### config.mk
export PLATFORM = sky130hd
export DESIGN_NAME = sdf_sqrt
export DESIGN_NICKNAME = d
export VERILOG_FILES = /design/src/hdl/sdf_sqrt.sv
export SDC_FILE = /design/constraint.sdc
export NUM_CORES = 1
export LEC_CHECK = 0
export ABC_CLOCK_PERIOD_IN_PS = 23800
export BUFFER_PORTS_ARGS = -buffer_cell sky130_fd_sc_hd__buf_2
export CAP_MARGIN = 5
export CORE_MARGIN = 3
export CORE_UTILIZATION = 55
export CTS_CLUSTER_DIAMETER = 30
export CTS_CLUSTER_SIZE = 25
export DETAILED_ROUTE_END_ITERATION = 6
export GPL_ROUTABILITY_DRIVEN = 0
export PLACE_DENSITY = 0.69
export SKIP_CTS_REPAIR_TIMING = 1
export SYNTH_ARGS = -nofsm -noshare
export SYNTH_HDL_FRONTEND = slang
export SYNTH_SLANG_ARGS = --single-unit
### constraint.sdc
create_clock -name clock -period 23.8 [get_ports clock]
set_clock_uncertainty 0.1 [all_clocks]
set_input_delay 7.14 -clock clock [delete_from_list [all_inputs] [get_ports clock]]
set_output_delay 7.14 -clock clock [all_outputs]
set_load 0.02 [all_outputs]
### src/hdl/sdf_sqrt.sv
// Iterative integer square root, two radicand bits per cycle.
`timescale 1ns / 1ps

module sdf_sqrt (
   input  logic        clock,
   input  logic        reset,
   input  logic        start,
   input  logic [63:0] radicand,
   output logic [31:0] root,
   output logic        done
);
   logic [63:0] n_ff;
   logic [63:0] res_ff;
   logic [63:0] bit_ff;
   logic        busy_ff;
   logic        done_ff;
   logic [63:0] trial;

   assign trial = res_ff + bit_ff;
   assign root  = res_ff[31:0];
   assign done  = done_ff;

   always_ff @(posedge clock) begin
      if (reset) begin
         busy_ff <= 1'b0;
         done_ff <= 1'b0;
      end else begin
         done_ff <= 1'b0;
         if (start) begin
            n_ff    <= radicand;
            res_ff  <= '0;
            bit_ff  <= 64'h4000_0000_0000_0000;
            busy_ff <= 1'b1;
         end else if (busy_ff) begin
            if (n_ff >= trial) begin
               n_ff   <= n_ff - trial;
               res_ff <= (res_ff >> 1) + bit_ff;
            end else begin
               res_ff <= res_ff >> 1;
            end
            bit_ff <= bit_ff >> 2;
            if (bit_ff[0]) begin
               busy_ff <= 1'b0;
               done_ff <= 1'b1;
            end
         end
      end
   end

endmodule

==> results of run 1 <==
-- flip-flops by register name (all words and copies together), names as in the netlist --
name / cells
bit_ff: 32
done: 1
busy_ff: 1
n_ff: 64
res_ff: 64
-- cell type report --
| cell class | count | area [um2] |
|---|---|---|
| Clock inverter | 15 | 144 |
| Clock buffer | 17 | 425 |
| Inverter | 40 | 150 |
| Fill cell | 2528 | 11200 |
| Sequential cell | 162 | 4840 |
| Tap cell | 378 | 473 |
| Timing Repair Buffer | 108 | 569 |
| Multi-Input combinational cell | 1571 | 10400 |
-- kinds of logic (layout without fill, tap and decap cells) --
group / count (synthesis) / after routing / synth area share
and+or+nand+nor: 660 / 660 / 0.197
xor gates and xnor gates: 159 / 159 / 0.0872
adders and majority gates: 131 / 131 / 0.103
buffers and inverters: 155 / 180 / 0.0469
DFF: 162 / 162 / 0.303
AOI/OAI and AO/OA: 616 / 616 / 0.259
muxes: 5 / 5 / 0.00345
-- worst paths after layout --
| check | end | slack, ns | cells past startpoint |
|---|---|---|---|
| hold / removal | done | 0.40 | 1 |
| hold reg to reg | done | 0.40 | 1 |
| setup reg to reg | n_ff[15] | 16.62 | 22 |
| setup / recovery | n_ff[15] | 14.16 | 5 |
-- critical path, cell delays in order --
cell	delay [ns]
buf_6	0.49
nor2_1	0.19
nor2_4	0.68
a21boi_4	0.29
buf_4	0.72
-- layout by cell type, fill, tap and decap left out, types with 7 or more instances in the layout --
master	synthesis	final
a211oi_1	22	22
a211oi_2	19	19
a21boi_0	8	7
a21o_1	45	45
a21oi_1	118	118
a311oi_1	8	8
a31o_2	10	10
a31oi_1	59	59
and2_1	17	17
and3_1	13	13
and4_1	9	9
buf_2	7	98
buf_4	34	9
clkbuf_16	0	17
edfxtp_1	160	160
ha_1	130	130
inv_1	39	39
nand2_1	206	206
nand2b_1	15	15
nand3_1	39	39
nand4_1	48	48
nor2_1	170	169
nor2b_1	48	48
nor3_1	43	43
nor4_1	10	10
o211ai_1	12	12
o21a_1	23	23
o21ai_0	156	156
o21bai_1	48	48
o22ai_1	7	7
o31ai_1	11	11
or3_1	18	18
xnor2_1	69	69
xor2_1	90	90
-- power breakdown --
part	total [mW]	internal (mW)	switching (mW)	leakage [nW]
Clock	0.274	0.138	0.136	0.259
Sequential	0.396	0.361	0.0349	1.55
Combinational	0.584	0.226	0.359	4.65
-- routing by layer --
metal,part of all wire,vias to the layer above
met1,0.42,6902
met5,0,-
met4,0.028,0
met3,0.056,68
met2,0.49,496
li1,-,7058
==> flow_metrics.py, run 1 <==
metrics = {
    "place": {
        "post-place-ws_ns": 13.67,
        "dpl_cell_area_mm2": 0.0164,
        "dp_hpwl_um": 33500,
        "port_buffers": 99,
        "dp.cells": 2259,
    },
    "global_routing": {
        "use_met2": 0.501,
        "grtUsageMet3": 0.0368,
        "grt_pass1_vias": 13800,
        "grt-busiest-layer": "met2",
        "grt_overflow_total": 0,
        "grt_pass1_wl_um": 71700,
        "grt_use_met1": 0.364,
        "gr-usage-all-layers": 0.285,
        "antenna_found_initial": 0,
        "grt_max_degree": 85,
    },
    "critical_path": {
        "crit_path_end_kind": "register",
        "r2r_start": "res_ff[2]",
        "crit_required_ns": 23.77,
        "path_max_fanout": 84,
        "crit_arrival_ns": 9.61,
        "path_class": "input port to register",
        "cp-start-kind": "input port",
        "startpoint": "start",
    },
    "yosys": {
        "ys_top_cells_by_area": "edfxtp_1, ha_1, xor2_1, o21ai_0, nand2_1",
        "syn_avg_cell_area_um2": 8.45,
        "async_flop_share": 0,
        "synth_top_area_share": 0.301,
        "synth_ff_type": "edfxtp_1",
        "yosys-top-cells-count": "nand2_1, nor2_1, edfxtp_1, o21ai_0, ha_1",
        "synth_cell_type_count": 82,
        "synth_edf_count": 160,
        "syn-num-nets": 2086,
        "ys_seq_elements": 162,
        "synth_cells": 1888,
        "syn_area_mm2": 0.0160,
        "yosys_warnings": 0,
        "ys_seq_area_frac": 0.303,
        "synth_area_leader_cell": "edfxtp_1",
        "yosysMostFrequentCell": "nand2_1",
    },
    "floorplan": {
        "die_x_um": 176,
        "dieArea_mm2": 0.0311,
        "coreArea_mm2": 0.0282,
        "initial_core_util": 0.567,
        "ioPinCount": 100,
        "fp.dieH_um": 176,
        "placementRows": 61,
    },
    "timing": {
        "setup_viol": 0,
        "clock.fmax_ghz": 0.104,
        "final.min_clock_period_ns": 9.64,
        "relSlewSlack": 0.379,
        "post-route-period-util": 0.405,
        "rsz0062_at_grt": "false",
        "timing.hold.ws_ns": 0.400,
        "worst_pin_slew_ns": 0.931,
        "hold_violations": 0,
        "fin_ws_ns": 14.16,
        "setup_tns_ns": 0,
        "final_max_slew_viol_count": 0,
    },
    "power": {
        "max-vdd-ir-drop_uv": 47.7,
        "p_per_area_mw_per_mm2": 73.8,
        "power_mw": 1.25,
        "p_leak_nw": 6.46,
    },
    "worst_hold_path": {
        "hold_start": "busy_ff",
        "min_path_type": "register to register",
    },
    "clock_network": {
        "cts.sinks": 162,
        "cts_made_buffers": 17,
        "clockBufferDepth": 2,
        "clkTransAtPathRegs_ns": 0.07,
        "cts_tree": "done",
        "clkLatencyLatePin_ns": 0.45,
        "cts-root-buf": "clkbuf_16",
        "h-tree-depth": 4,
    },
    "layout": {
        "area_growth_pct": 6.47,
        "final_nets": 2098,
        "final_util": 0.603,
        "drive_above_1_share": 0.101,
        "stdcell_area_mm2": 0.0170,
        "n_antenna_cell": 0,
        "stdcell_count": 2291,
    },
    "routing": {
        "drtAntennaViolNets": 0,
        "routedWlPerCell_um": 19.6,
        "first_pass_iters": 7,
        "vias": 14500,
        "drc": 0,
        "viasPerCell": 6.34,
        "drt_first_iter_violations": 1208,
        "wl_um": 44900,
    },
    "run_status": {
        "outcome": "finished, final reports clean",
    },
    "run": {
        "drv_cap": 0,
    },
}
No activity file was read; power rests on OpenSTA's default activity.
==> inputs of run 2 (changes only) <==
--- a/config.mk
+++ b/config.mk
@@ -5,7 +5,8 @@
 export SDC_FILE = /design/constraint.sdc
 export NUM_CORES = 1
 export LEC_CHECK = 0
-export ABC_CLOCK_PERIOD_IN_PS = 23800
+export ABC_AREA = 1
+export ABC_CLOCK_PERIOD_IN_PS = 9100
 export BUFFER_PORTS_ARGS = -buffer_cell sky130_fd_sc_hd__buf_2
 export CAP_MARGIN = 5
 export CORE_MARGIN = 3
==> constraint.sdc (replaced) <==
create_clock -name clock -period 9.1 [get_ports clock]
set_clock_uncertainty 0.1 [all_clocks]
set_input_delay 2.73 -clock clock [delete_from_list [all_inputs] [get_ports clock]]
set_output_delay 2.73 -clock clock [all_outputs]
set_load 0.02 [all_outputs]
==> run 2 against run 1 <==
Effect of this change: the run now ends with DRC left; non-clock buffer count fell by 3; global-route usage up 7.1 points; utilization shrank 0.41 points; clock power rose to 2.6 times the previous value; hold slack better by 0.028 ns; first-iteration DRC count rose by 95%; critical path type is now register to register; largest power group unchanged; sequential cell count unchanged; final cell count grew 75%; worst setup slack worse by 11 ns; via count rose by 54%; total power grew to 3.1 times the previous value.
==> flow_metrics.py, run 2 <==
metrics = {
    "timing": {
        "final.min_clock_period_ns": 5.91,
        "final_max_slew_viol_count": 0,
        "post-route-period-util": 0.649,
        "rsz0062_at_grt": "false",
        "setup_viol": 0,
        "worst_pin_slew_ns": 1.04,
        "fin_ws_ns": 3.19,
        "setup_tns_ns": 0,
        "clock.fmax_ghz": 0.169,
        "hold_violations": 0,
        "relSlewSlack": 0.308,
    },
    "routing": {
        "drtAntennaViolNets": 0,
        "routedWlPerCell_um": 17.4,
        "drc": 8,
        "vias": 22400,
        "viasPerCell": 5.58,
        "first_pass_iters": 7,
        "wl_um": 70000,
        "drt_first_iter_violations": 2356,
    },
    "critical_path": {
        "max_stage_delay_ns": 0.63,
        "cp-start-kind": "register",
        "r2r_slack_ns": 3.19,
        "rr_endpoint": "n_ff[63]",
        "crit_arrival_ns": 5.92,
        "path_class": "register to register",
        "cp_num_buf_inv": 3,
        "cp_slowest_cell": "buf_4",
        "r2r_start": "res_ff[22]",
        "path_max_fanout": 52,
        "worstRegToRegCells": 22,
        "crit_path_end_kind": "register",
        "path_delay_family": "simple AND/OR/NAND/NOR gates",
        "crit_chain": "ha_1 > nand2_1 > o21ai_0 > nand2_1 > o21ai_0 > a21oi_1 > o21ai_0 > nand3_1 > nand3b_1 > nand2_1 > ha_1 > nand2_1 > nor2_2 > inv_1 > nor2_1 > nand2_1 > nor3_2 > nand2_2 > nand2_2 > o21ai_0 > inv_2 > buf_4",
        "cp_common_cell": "nand2_1",
        "crit_required_ns": 9.11,
    },
    "layout": {
        "stdcell_area_mm2": 0.0216,
        "final_util": 0.599,
        "reg.largest.list": "n_ff: 64 flops, res_ff: 64 flops, bit_ff: 32 flops",
        "nFillCells": 3641,
        "most-common-layout-cells": "nand2_1, inv_1, nor2_1",
        "final_common_cell": "nand2_1",
        "area_growth_pct": 6.02,
        "final_nets": 3737,
        "seq_area_mm2": 0.00484,
        "drive_above_1_share": 0.0518,
        "n_antenna_cell": 0,
        "multi_input_area_mm2": 0.0129,
    },
    "place": {
        "post-place-ws_ns": 3.13,
        "dp_hpwl_um": 56400,
        "port_buffers": 99,
        "dpl_cell_area_mm2": 0.0210,
    },
    "yosys": {
        "synth_edf_count": 160,
        "syn-num-nets": 3686,
        "ys_seq_elements": 162,
        "syn_area_mm2": 0.0204,
        "synth_cell_type_count": 45,
        "ys_seq_area_frac": 0.238,
        "yosys-top-cells-count": "nand2_1, inv_1, nor2_1, nand3_1, edfxtp_1",
        "ys_top_cells_by_area": "nand2_1, edfxtp_1, inv_1, ha_1, nor2_1",
        "synth_cells": 3488,
        "syn_avg_cell_area_um2": 5.84,
        "synth_top_area_share": 0.259,
        "synth_area_leader_cell": "nand2_1",
        "yosysMostFrequentCell": "nand2_1",
        "async_flop_share": 0,
        "synth_ff_type": "edfxtp_1",
        "yosys_warnings": 0,
    },
    "clock_network": {
        "cts_made_buffers": 17,
        "cts_tree": "done",
        "clockBufferDepth": 2,
        "h-tree-depth": 4,
        "cts.sinks": 162,
        "cts-root-buf": "clkbuf_16",
        "clkLatencyLatePin_ns": 0.48,
        "clkTransAtPathRegs_ns": 0.07,
    },
    "power": {
        "intPower_mw": 1.98,
        "p_clk_frac": 0.185,
        "p_leak_nw": 11.4,
        "pwr-share-comb": 0.535,
        "pwr-share-seq": 0.280,
        "max-vdd-ir-drop_uv": 142,
        "power_mw": 3.85,
        "p_per_area_mw_per_mm2": 179,
        "power.switching_mw": 1.87,
        "sw_frac_of_total": 0.486,
    },
    "global_routing": {
        "grt_pass1_vias": 21300,
        "antenna_found_initial": 0,
        "grt_overflow_total": 0,
        "gr-usage-all-layers": 0.356,
        "grt_pass1_wl_um": 109000,
        "grt_max_degree": 64,
    },
    "floorplan": {
        "dieArea_mm2": 0.0394,
        "fp.dieH_um": 198,
        "ioPinCount": 100,
        "coreArea_mm2": 0.0360,
        "die_x_um": 198,
        "initial_core_util": 0.565,
        "placementRows": 69,
    },
    "run_status": {
        "outcome": "finished, violations left",
        "violations": "DRC",
    },
    "worst_hold_path": {
        "min_to": "done",
        "min_path_type": "register to register",
        "hold_start": "busy_ff",
        "min_path_cells": 2,
    },
    "run": {
        "drv_cap": 0,
    },
}
run 2: worst register-to-register path: cells and delay by family, from the launching register on:
kind                     cells  cell delay, ns
AND/OR/NAND/NOR             12            1.58
adder cells (fa/ha/maj)      2            0.84
flip-flops                   1            0.57
buffers and inverters        3            0.97
AO/OA/AOI/OAI                5            1.41
run 2: cell families after synthesis:
| kind of cell | count (synthesis) | share of synthesized area |
|---|---|---|
| AO/OA/AOI/OAI | 319 | 0.0834 |
| XOR/XNOR | 104 | 0.0448 |
| adder cells (fa/ha/maj) | 131 | 0.0809 |
| buffers and inverters | 657 | 0.130 |
| flip-flops | 162 | 0.238 |
| AND/OR/NAND/NOR | 2115 | 0.423 |
run 2: routing by layer:
layer  vias up  track usage  share of wire
li1      11000            -              -
met4         0        0.213          0.065
met5         -            0              0
met1     10100        0.453           0.41
met2      1051        0.579           0.45
met3       277       0.0478          0.076
run 2: cell type report:
cell class | instances | share of cell area
Clock buffer | 17 | 0.0197
Clock inverter | 14 | 0.00551
Inverter | 584 | 0.102
Multi-Input combinational cell | 2669 | 0.597
Sequential cell | 162 | 0.225
Tap cell | 461 | 0.0267
Timing Repair Buffer | 105 | 0.0252
run 2: worst max-delay path by stage:
stage	start	endpoint	slack [ns]	depth (start not counted)
3_5_place_dp	start	bit_ff[62]	3.13	5
5_1_grt	res_ff[10]	n_ff[63]	2.96	22
3_3_place_gp	start	bit_ff[48]	3.21	5
2_1_floorplan	start	n_ff[0]	0.89	5
4_1_cts	res_ff[22]	n_ff[27]	3.45	22
6_report	res_ff[22]	n_ff[63]	3.19	22
run 2: power by group through the flow:
stage	Sequential (mW)	Clock [mW]	Combinational, mW
final	1.08	0.715	2.06
after global routing	1.09	0.748	2.31
after CTS	1.07	0.718	2.01
after detailed placement	1.09	0	2.00
after global placement	1.08	0	1.96
after floorplan	1.03	0	1.53
run 2: through the flow:
stage	std cells	hold slack, ns
after floorplan	3488	0.342
after global placement	3981	0.421
after detailed placement	3981	0.417
after CTS	4012	0.427
after global routing	4012	0.464
final	4012	0.428
