$ cat src/hdl/sdf_pkg.sv
// Shared types, constants and saturating Q16.16 helpers for the smooth damp follower.
`timescale 1ns / 1ps

package sdf_pkg;

   typedef logic signed [31:0] word_type;
   typedef logic [16:0]        dtime_type;
   typedef logic [30:0]        ureg_type;
   typedef logic [0:0]         regidx_type;

   localparam regidx_type REG_SMOOTH_TIME = 1'b0;
   localparam regidx_type REG_SPEED_CAP   = 1'b1;

   localparam ureg_type SMOOTH_TIME_RESET = 31'd65536;
   localparam ureg_type SPEED_UNLIMITED   = 31'h7FFF_FFFF;
   localparam ureg_type ST_MIN            = 31'd7;

   localparam logic [14:0] C_048  = 15'd31457;
   localparam logic [14:0] C_0235 = 15'd15401;

   // quotient bits produced by the divider
   localparam int DIV_STEPS = 34;

   function automatic word_type sat66(input logic signed [65:0] v);
      if (v > 66'sd2147483647) begin
         return 32'sh7FFF_FFFF;
      end else if (v < -66'sd2147483648) begin
         return 32'sh8000_0000;
      end
      return v[31:0];
   endfunction

   function automatic word_type add_sat(input word_type a, input word_type b);
      return sat66(66'(a) + 66'(b));
   endfunction

   function automatic word_type sub_sat(input word_type a, input word_type b);
      return sat66(66'(a) - 66'(b));
   endfunction

   // Q16.16 product, truncated toward zero, then saturated
   function automatic word_type mul_q16(input logic signed [65:0] p);
      logic signed [65:0] r;
      r = (p + (p[65] ? 66'sd65535 : 66'sd0)) >>> 16;
      return sat66(r);
   endfunction

endpackage

$ cat src/hdl/sdf_div.sv
// Iterative restoring divider, one quotient bit per cycle.
`timescale 1ns / 1ps

module sdf_div (
   input  logic        clock,
   input  logic        reset,
   input  logic        start,
   input  logic [63:0] num,
   input  logic [32:0] den,
   output logic [33:0] quo,
   output logic        done
);
   import sdf_pkg::*;

   logic [32:0] rem_ff;
   logic [33:0] quo_ff;
   logic [32:0] den_ff;
   logic [5:0]  count_ff;
   logic        busy_ff;
   logic        done_ff;
   logic [33:0] trial;
   logic        fits;

   assign trial = {rem_ff, quo_ff[33]};
   assign fits  = trial >= {1'b0, den_ff};
   assign quo   = quo_ff;
   assign done  = done_ff;

   always_ff @(posedge clock) begin
      if (reset) begin
         busy_ff  <= 1'b0;
         done_ff  <= 1'b0;
         count_ff <= '0;
      end else begin
         done_ff <= 1'b0;
         if (start) begin
            rem_ff   <= {3'b000, num[63:34]};
            quo_ff   <= num[33:0];
            den_ff   <= den;
            count_ff <= 6'(DIV_STEPS - 1);
            busy_ff  <= 1'b1;
         end else if (busy_ff) begin
            rem_ff <= fits ? 33'(trial - {1'b0, den_ff}) : trial[32:0];
            quo_ff <= {quo_ff[32:0], fits};
            if (count_ff == '0) begin
               busy_ff <= 1'b0;
               done_ff <= 1'b1;
            end else begin
               count_ff <= count_ff - 6'd1;
            end
         end
      end
   end

endmodule

$ cat config.mk
export PLATFORM = sky130hd
export DESIGN_NAME = sdf_div
export DESIGN_NICKNAME = d
export VERILOG_FILES = /design/src/hdl/sdf_pkg.sv /design/src/hdl/sdf_div.sv
export SDC_FILE = /design/constraint.sdc
export NUM_CORES = 1
export LEC_CHECK = 0
export BUFFER_PORTS_ARGS = -buffer_cell sky130_fd_sc_hd__buf_2
export CAP_MARGIN = 30
export CORE_AREA = 2 2 142 144
export DETAILED_ROUTE_END_ITERATION = 10
export DIE_AREA = 0 0 144 146
export PLACE_DENSITY = 0.56
export RECOVER_POWER = 50
export SETUP_SLACK_MARGIN = 0.3
export SLEW_MARGIN = 0
export SYNTH_ARGS = -nofsm -noshare
export SYNTH_HDL_FRONTEND = slang
export SYNTH_SLANG_ARGS = --single-unit
$ cat constraint.sdc
create_clock -name clock -period 3.88 [get_ports clock]
set_input_delay 0.194 -clock clock [delete_from_list [all_inputs] [get_ports clock]]
set_output_delay 0.194 -clock clock [all_outputs]
set_load 0.05 [all_outputs]
==> results of run 1 <==
[per-layer routing]
| metal | vias to the layer above | track usage |
|---|---|---|
| met5 | - | 0 |
| met4 | 2 | 0.03235 |
| met3 | 12 | 0.04903 |
| met2 | 152 | 0.2567 |
| met1 | 2460 | 0.2067 |
| li1 | 2540 | - |
[through the flow]
step | worst slack (ps) | instances
global placement | 579.2 | 974
global route | 205.1 | 1019
finish | 503.3 | 1019
CTS | 478.9 | 1018
floorplan | 483.7 | 598
detailed placement | 500.0 | 975
[critical path, delay by kind of cell (launching register included)]
family	cells	cell delay (ps)
XOR/XNOR	1	210
AND/OR/NAND/NOR	3	820
flip-flops	1	440
AO/OA/AOI/OAI	4	1320
adder cells (fa/ha/maj)	1	330
[synth_stat cells (3+ instances only)]
master    count
edfxtp_1    100
nand2_1      47
inv_1        45
mux2_2       39
a21oi_1      35
ha_1         35
nor2_1       34
xor2_1       18
clkbuf_1     17
nand3b_1     13
xnor2_1      13
o21ai_0      12
o311ai_2     11
a21o_1        9
nor3_1        9
a211o_1       8
dfxtp_1       8
nor2b_1       8
nor3b_1       8
o21a_1        8
o21ai_1       8
nand2b_1      7
nand4_1       7
buf_1         5
mux2i_1       5
nand3_1       5
o31ai_1       5
and3_1        4
buf_6         4
nor4_1        4
o21bai_1      4
a21oi_2       3
a31oi_1       3
o211ai_1      3
o221ai_1      3
[state kept, by name, indices dropped and copies added (netlist names)]
signal and count:
den_ff 33, busy_ff 1, done 1, rem_ff 33, count_ff 6, quo 34
[report_power, final]
part	switching (mW)	internal [mW]	total, mW	leakage, nW
Combinational	0.626	0.431	1.06	2.05
Sequential	0.0435	1.39	1.44	1.02
Clock	0.471	0.515	0.986	0.150
Total	1.14	2.34	3.48	3.22
[worst min path at each step]
stage	startpoint	end
after floorplan	den[0]	den_ff[0]$_DFFE_PP_
after global placement	den[23]	den_ff[23]$_DFFE_PP_
after detailed placement	den[18]	den_ff[18]$_DFFE_PP_
after CTS	den[12]	den_ff[12]$_DFFE_PP_
after global routing	den[18]	den_ff[18]$_DFFE_PP_
final	den[18]	den_ff[18]$_DFFE_PP_
[repair_timing]
item                                   in CTS  in global routing
gates resized for setup                     0                  1
setup endpoints to repair                   0                  3
hold buffers                               27                  1
endpoints found under the hold margin      27                  1
[cell type report]
cell class | count | area, sq um | share of cell area
Clock buffer | 10 | 229.0 | 0.02807
Clock inverter | 6 | 76.32 | 0.009356
Inverter | 45 | 168.9 | 0.02071
Multi-Input combinational cell | 415 | 3233 | 0.3963
Sequential cell | 108 | 3163 | 0.3877
Tap cell | 265 | 331.6 | 0.04064
Timing Repair Buffer | 170 | 955.9 | 0.1172
[cells by family (layout without fill, tap and decap cells)]
| family | after synthesis | count (layout) | synth area share |
|---|---|---|---|
| and+or+nand+nor | 159 | 159 | 0.1230 |
| buffers and inverters | 75 | 231 | 0.04871 |
| DFF | 108 | 108 | 0.4718 |
| xor gates and xnor gates | 31 | 31 | 0.04050 |
| adders and majority gates | 36 | 36 | 0.06831 |
| muxes | 46 | 46 | 0.07745 |
| AOI/OAI and AO/OA | 143 | 143 | 0.1702 |
==> summary.md, run 1 <==
| Metric | Value |
|---|---|
| Status | finished, violations left |
| Violated checks | max-capacitance violations, max-slew violations |
| Area leader, netlist | edfxtp_1 |
| First-pass GRT wire length | between 20000 and 30000 microns |
| Fraction of the yosys area taken by sequential cells | 0.4718 |
| Post-layout util | 0.4219 |
| Cell count after synthesis | between 500 and 600 |
| Power Total | between 3 and 4 mW |
| Hold_ws | about 16 ps |
| Synthesized Nets | 734 |
| Clk root buf | clkbuf_16 |
| CTS buffer count | 9 |
| Fin nets | 885 |
| Critical R2R Launch | rem_ff[0]$_DFFE_PP_ |
| Unrepaired setup endpoints after global routing | false |
| Yosys reg bits | 108 |
| Crit. Startpoint | rem_ff[0]$_DFFE_PP_ |
| Commonest non-fill, non-tap cell in the layout | edfxtp_1 |
| Crit-path max FO | 4 |
| Vias/cell | 5.070 |
| H-tree depth | 3 |
| Most frequent cells in the layout | 100 x edfxtp_1, 98 x buf_2, 47 x nand2_1 |
| Via Count | slightly above 5000 |
| Cell area after synthesis | roughly 0.0067 sq mm |
| Sink Count | roughly 110 |
| Total GRT Usage | 0.1576 |
| Initial antenna violation count | 1 |
| MaxCap Viol Count | 1 |
| Final setup fails | 0 |
| # rows | between 50 and 60 |
| Main synth FF type | edfxtp_1 |
| M1 wire length | 7419 microns |
| CP cell instances | ha_1 > nor2b_1 > o31ai_1 > a211oi_1 > or4_4 > a21oi_2 > xor2_1 > nor3_2 > a211o_1 |
| First drt pass iteration count | 7 |
| Max-slew headroom | -0.2962 |
| Min Clock Period, post-route | 3377 ps |
| DR WL/cell | between 15 and 20 microns |
| Met3 routed WL | between 1000 and 1500 microns |
| Hold Path Stages | 1 |
| Die Span Y | 146 microns |
| RR Endpoint | rem_ff[27]$_DFFE_PP_ |
| Chip Width | roughly 140 microns |
| DR iter-0 viols | about 300 |
| Top Layer Used | met5 |
| Number of synthesized flops with an enable pin | 100 |
| Syn avg cell area | about 11 sq um |
| Core ar. | between 0.015 and 0.02 sq mm |
| Final hold vios | 0 |
| Peak supply drop | 0.2421 mV |
| Largest net degree at the start of global routing | 68 |
| Diode count | 0 |
| Worst setup EP type | flip-flop |
| Setup repair bufs after CTS | 0 |
| Critical Path Start Type | flip-flop |
| Pin slew with the least headroom to its limit | 1944 ps |
| Placement Cell Area | about 0.0076 sq mm |
| Worst hold-check path type | primary input to flip-flop |
| Worst r2r path cells | 9 |
| Routed WL | between 15000 and 20000 microns |
| Number of antenna-violating nets in the routed design | 0 |
| Total leakage power | about 3.2 nW |
| Placer congestion estimate | 0.8842 |
| Max Fclk | a little under 300 MHz |
| Fin Setup TNS | 0 ps |
| Die footprint | between 0.02 and 0.025 sq mm |
| Layout area overhead | 21.69% |
| Fin crit share | 0.8703 |
| Max-slew violation count | 46 |
| CP max stage cell | or4_4 |
| Critical Path AT | 3490 ps |
| Top Ports | 135 |
| Met2 Routed Length | 7654 microns |
| Buffers on Ports | 134 |
| Critical path class | flip-flop to flip-flop |
| Worst path max stage delay | slightly above 600 ps |
| Clock Skews | approximately 9.6 ps |
| FF-to-FF setup slack | between 500 and 600 ps |
| Async set or reset register ratio after synthesis | 0 |
| Post-DP HPWL | ~12000 microns |
| CP required | 3990 ps |
| Clk Latency, worst-skew pair | about 360 ps |
| Critical Path Sink | rem_ff[27]$_DFFE_PP_ |
| Final instance area | a little over 0.008 sq mm |
| GRT overflow | 0 |
| Clk buf depth | 2 |
| Initial Utilization | 0.3467 |
| DRC | 0 |
| YS warnings | 0 |
| TritonCTS clock tree | built |
| Share of the synthesized area in the top cell type | 0.4479 |
| Fraction of layout cells with a size suffix above 1 | 0.2560 |
| Filler cell count | between 1500 and 2000 |
| Yosys cell types | 75 |
| CTS clk-pin slew, worst paths | about 70 ps |
| Cell Pwr Density | roughly 430 mW/mm^2 |
| Via count of the first global-routing pass | between 5000 and 6000 |
| Top cells by area, synth | edfxtp_1 45%, mux2_2 6.6%, ha_1 6.5% |
(Power assumes the default switching activity.)
==> inputs of run 2 (changes only) <==
ABC_AREA = 1   (was unset)
CORE_AREA = 2 2 149 151   (was 2 2 142 144)
DIE_AREA = 0 0 151 153   (was 0 0 144 146)
==> run 2 against run 1 <==
The flow now finishes without violations. Wire length increased by 21%. First-iteration DRC count increased by 26%. Synthesized area increased by 10%. Global-route usage increased by 2.1 points. Design area increased by 9.2%. Flip-flop and latch count unchanged. Clock skew increased by 1.8 ps. Maximum frequency increased by 19%. Critical path depth increased by 7. Clock power decreased by 2%. Critical path type unchanged. Critical endpoint unchanged. Largest power group unchanged.
==> summary.md, run 2 <==
| Metric | Value |
|---|---|
| Status | complete, no violations |
| Hold path endpoint | den_ff[21]$_DFFE_PP_ |
| Fin cells | 1458 (+43%) |
| Worst setup margin | 1052 ps (+548.8 ps) |
| Top Ports | 135 (unchanged) |
| Setup repair bufs after CTS | 0 (unchanged) |
| Synthesized Nets | 1149 (+57%) |
| Max-slew violation count | 0 (-100%) |
| CP cell instances | ha_1 > nand2_2 > inv_1 > nand2_1 > nand2_1 > nand2_1 > nand2_1 > nand2_1 > nand2_1 > nor2_2 > buf_4 > nand2_4 > nand2_1 > nand2_1 > nand2_1 > nand2_1 |
| Placer congestion estimate | 0.9286 (+5.0%) |
| Filler cell count | 2295 (+20%) |
| Hold Path Stages | 1 (unchanged) |
| # rows | 54 (+5.9%) |
| Largest net degree at the start of global routing | 67 (-1.5%) |
| Initial antenna violation count | 1 (unchanged) |
| Placement Cell Area | 0.008352 sq mm (+9.2%) |
| Final setup fails | 0 (unchanged) |
| Syn avg cell area | 7.301 sq um (-35%) |
| YS warnings | 0 (unchanged) |
| Final hold vios | 0 (unchanged) |
| CP required | 4000 ps (about the same) |
| Sw Share | 0.3563 (+0.02874) |
| Cell area after synthesis | 0.007396 sq mm (+10%) |
| Total leakage power | 4.485 nW (+39%) |
| Worst hold-check path type | primary input to flip-flop |
| Worst path max stage delay | 420 ps (-200 ps) |
| Area of the multi-input gates | 0.003445 sq mm (+6.5%) |
| Critical Path Start Type | flip-flop |
| Max reg flops | 34 (unchanged) |
| Total GRT Usage | 0.1787 (+0.02106) |
| Fraction of the yosys area taken by sequential cells | 0.4277 (-0.04414) |
| Post-DP HPWL | 15070 microns (+24%) |
| Via Count | 6628 (+28%) |
| Area leader, netlist | edfxtp_1 |
| Async set or reset register ratio after synthesis | 0 (unchanged) |
| Pin slew with the least headroom to its limit | 1471 ps (-473.0 ps) |
| First-pass GRT wire length | 32260 microns (+22%) |
| Worst setup EP type | flip-flop |
| Hold wc startpoint | den[21] |
| RR Endpoint | rem_ff[27]$_DFFE_PP_ |
| Min Clock Period, post-route | 2828 ps (-548.8 ps) |
| Die footprint | 0.02310 sq mm (+9.9%) |
| Most frequent cells in the layout | 429 x nand2_1, 169 x inv_1, 100 x edfxtp_1 |
| CTS buffer count | 9 (unchanged) |
| Top cells by area, synth | edfxtp_1 41%, nand2_1 22%, inv_1 8.5% |
| Psw | 1.226 mW (+7.6%) |
| Combinational power share | 0.303 (about the same) |
| Share of the synthesized area in the top cell type | 0.4060 (-0.04191) |
| DRC | 0 (unchanged) |
| Layout area overhead | 20.42% |
| Cell Pwr Density | 386.5 mW/mm^2 (-9.4%) |
| Yosys reg bits | 108 (unchanged) |
| Fin crit share | 0.7289 (-0.1414) |
| Via count of the first global-routing pass | 6508 (+23%) |
| Routed WL | 19740 microns (+21%) |
| Reg power frac | 0.415 (+0.002) |
| First drt pass iteration count | 5 (-2) |
| Number of synthesized flops with an enable pin | 100 (unchanged) |
| Clk root buf | clkbuf_16 |
| CTS clk-pin slew, worst paths | 80 ps (about the same) |
| MaxCap Viol Count | 0 (-1) |
| Core ar. | 0.02149 sq mm (+11%) |
| Worst r2r path cells | 16 (+7) |
| Max Fclk | 353.6 MHz (+19%) |
| Buffers on Ports | 134 (unchanged) |
| Power Total | 3.442 mW (-1.1%) |
| Fraction of layout cells with a size suffix above 1 | 0.1181 (-0.1379) |
| Fin Setup TNS | 0 ps (unchanged) |
| Crit-path max FO | 37 (+33) |
| Commonest cells in the netlist | 429 x nand2_1, 168 x inv_1, 100 x edfxtp_1 |
| Clk Latency, worst-skew pair | 370 ps (about the same) |
| Yosys cell types | 34 (-55%) |
| Pint | 2.216 mW (-5.3%) |
| GRT overflow | 0 (unchanged) |
| Post-Place Worst Slack | 1040 ps (+540.3 ps) |
| Hold buffers post-CTS | 31 (+15%) |
| CP max stage cell | ha_1 |
| FF-to-FF setup slack | 1050 ps (+550 ps) |
| DR iter-0 viols | 380 (+26%) |
| Critical path class | flip-flop to flip-flop |
| Clock Skews | 11.40 ps (+1.840 ps) |
| Final instance area | 0.008906 sq mm (+9.2%) |
| H-tree depth | 3 (unchanged) |
| CTS resizes | 0 (unchanged) |
| Part of the power in the clock network | 0.282 (about the same) |
| Fin nets | 1308 (+48%) |
| Peak supply drop | 0.3099 mV (+28%) |
| Sink Count | 108 (unchanged) |
| Critical R2R Launch | rem_ff[19]$_DFFE_PP_ |
| Placed cell count | 1410 (+45%) |
| Clk buf depth | 2 (unchanged) |
| FF+latch area | 0.003163 sq mm (unchanged) |
| Cell repeated most along the worst path | nand2_1 |
| Die Span Y | 153 microns (+4.8%) |
| Commonest non-fill, non-tap cell in the layout | nand2_1 |
| Unrepaired setup endpoints after global routing | false |
| Main synth FF type | edfxtp_1 |
| Vias/cell | 4.546 (-10%) |
| Most common cell in the netlist | nand2_1 |
| Number of antenna-violating nets in the routed design | 0 (unchanged) |
| Chip Width | 151 microns (+4.9%) |
| Initial Utilization | 0.3442 (-0.002506) |
| Critical Path AT | 2950 ps (-540 ps) |
| Cell count after synthesis | 1013 (+69%) |
| DR WL/cell | 13.54 microns (-15%) |
| TritonCTS clock tree | built |
| Max-slew headroom | 0.01558 (+0.3117) |
[run 2: layout make-up]
| class | count | share of cell area |
|---|---|---|
| flip-flops and latches | 108 | 0.3552 |
| repair buffers | 171 | 0.1113 |
| clock inverters | 7 | 0.01026 |
| well taps | 280 | 0.03934 |
| multi-input cells | 712 | 0.3868 |
| diodes | 1 | 0.0002810 |
| inverters | 170 | 0.07165 |
| clock buffers | 9 | 0.02529 |
[run 2: how the worst max path moves through the flow]
stage                    startpoint                   end  slack [ps]
3_5_place_dp   rem_ff[19]$_DFFE_PP_  rem_ff[27]$_DFFE_PP_        1040
4_1_cts        rem_ff[19]$_DFFE_PP_  rem_ff[27]$_DFFE_PP_        1030
5_1_grt        rem_ff[28]$_DFFE_PP_  rem_ff[27]$_DFFE_PP_         710
3_3_place_gp   rem_ff[19]$_DFFE_PP_  rem_ff[29]$_DFFE_PP_        1060
2_1_floorplan                 start      quo[0]$_DFFE_PP_        1010
6_report       rem_ff[19]$_DFFE_PP_  rem_ff[27]$_DFFE_PP_        1050
[run 2: through the flow]
stage | hold slack [ps] | utilization
floorplan | 263.1 | -
global route | 0.4663 | 0.4144
detailed placement | 372.1 | 0.3887
CTS | 1.197 | 0.4179
global placement | 370.5 | 0.3874
finish | 16.46 | 0.4145
[run 2: per-layer routing]
metal  track usage  share of wire  routed length (microns)  up-vias
met1        0.2428           0.48                     9383     2956
met4       0.04806          0.017                      331        0
met3       0.04060          0.054                     1073       20
met5             0              0                        0        -
met2        0.2866           0.45                     8948      160
li1              -              -                        -     3492
[run 2: power by group through the flow]
stage	Sequential [mW]	Clock [mW]	Combinational (mW)
final	1.43	0.971	1.04
after detailed placement	1.45	0	1.04
after global placement	1.45	0	1.03
after CTS	1.43	0.998	1.06
after global routing	1.44	1.04	1.19
after floorplan	1.53	0	0.687
[run 2: logic make-up (layout without fill, tap and decap cells)]
kind of cell | count (synthesis) | after routing | synth area share
AOI/OAI and AO/OA | 46 | 46 | 0.03367
and+or+nand+nor | 616 | 616 | 0.3521
xor gates and xnor gates | 14 | 14 | 0.01658
adders and majority gates | 36 | 36 | 0.06192
buffers and inverters | 193 | 357 | 0.1081
other | 0 | 1 | 0
DFF | 108 | 108 | 0.4277
[run 2: worst max-delay path: cells and delay by family (launching register included)]
kind	cells	cell delay [ps]
buffers and inverters	2	400
adder cells (fa/ha/maj)	1	420
AND/OR/NAND/NOR	13	1390
flip-flops	1	390
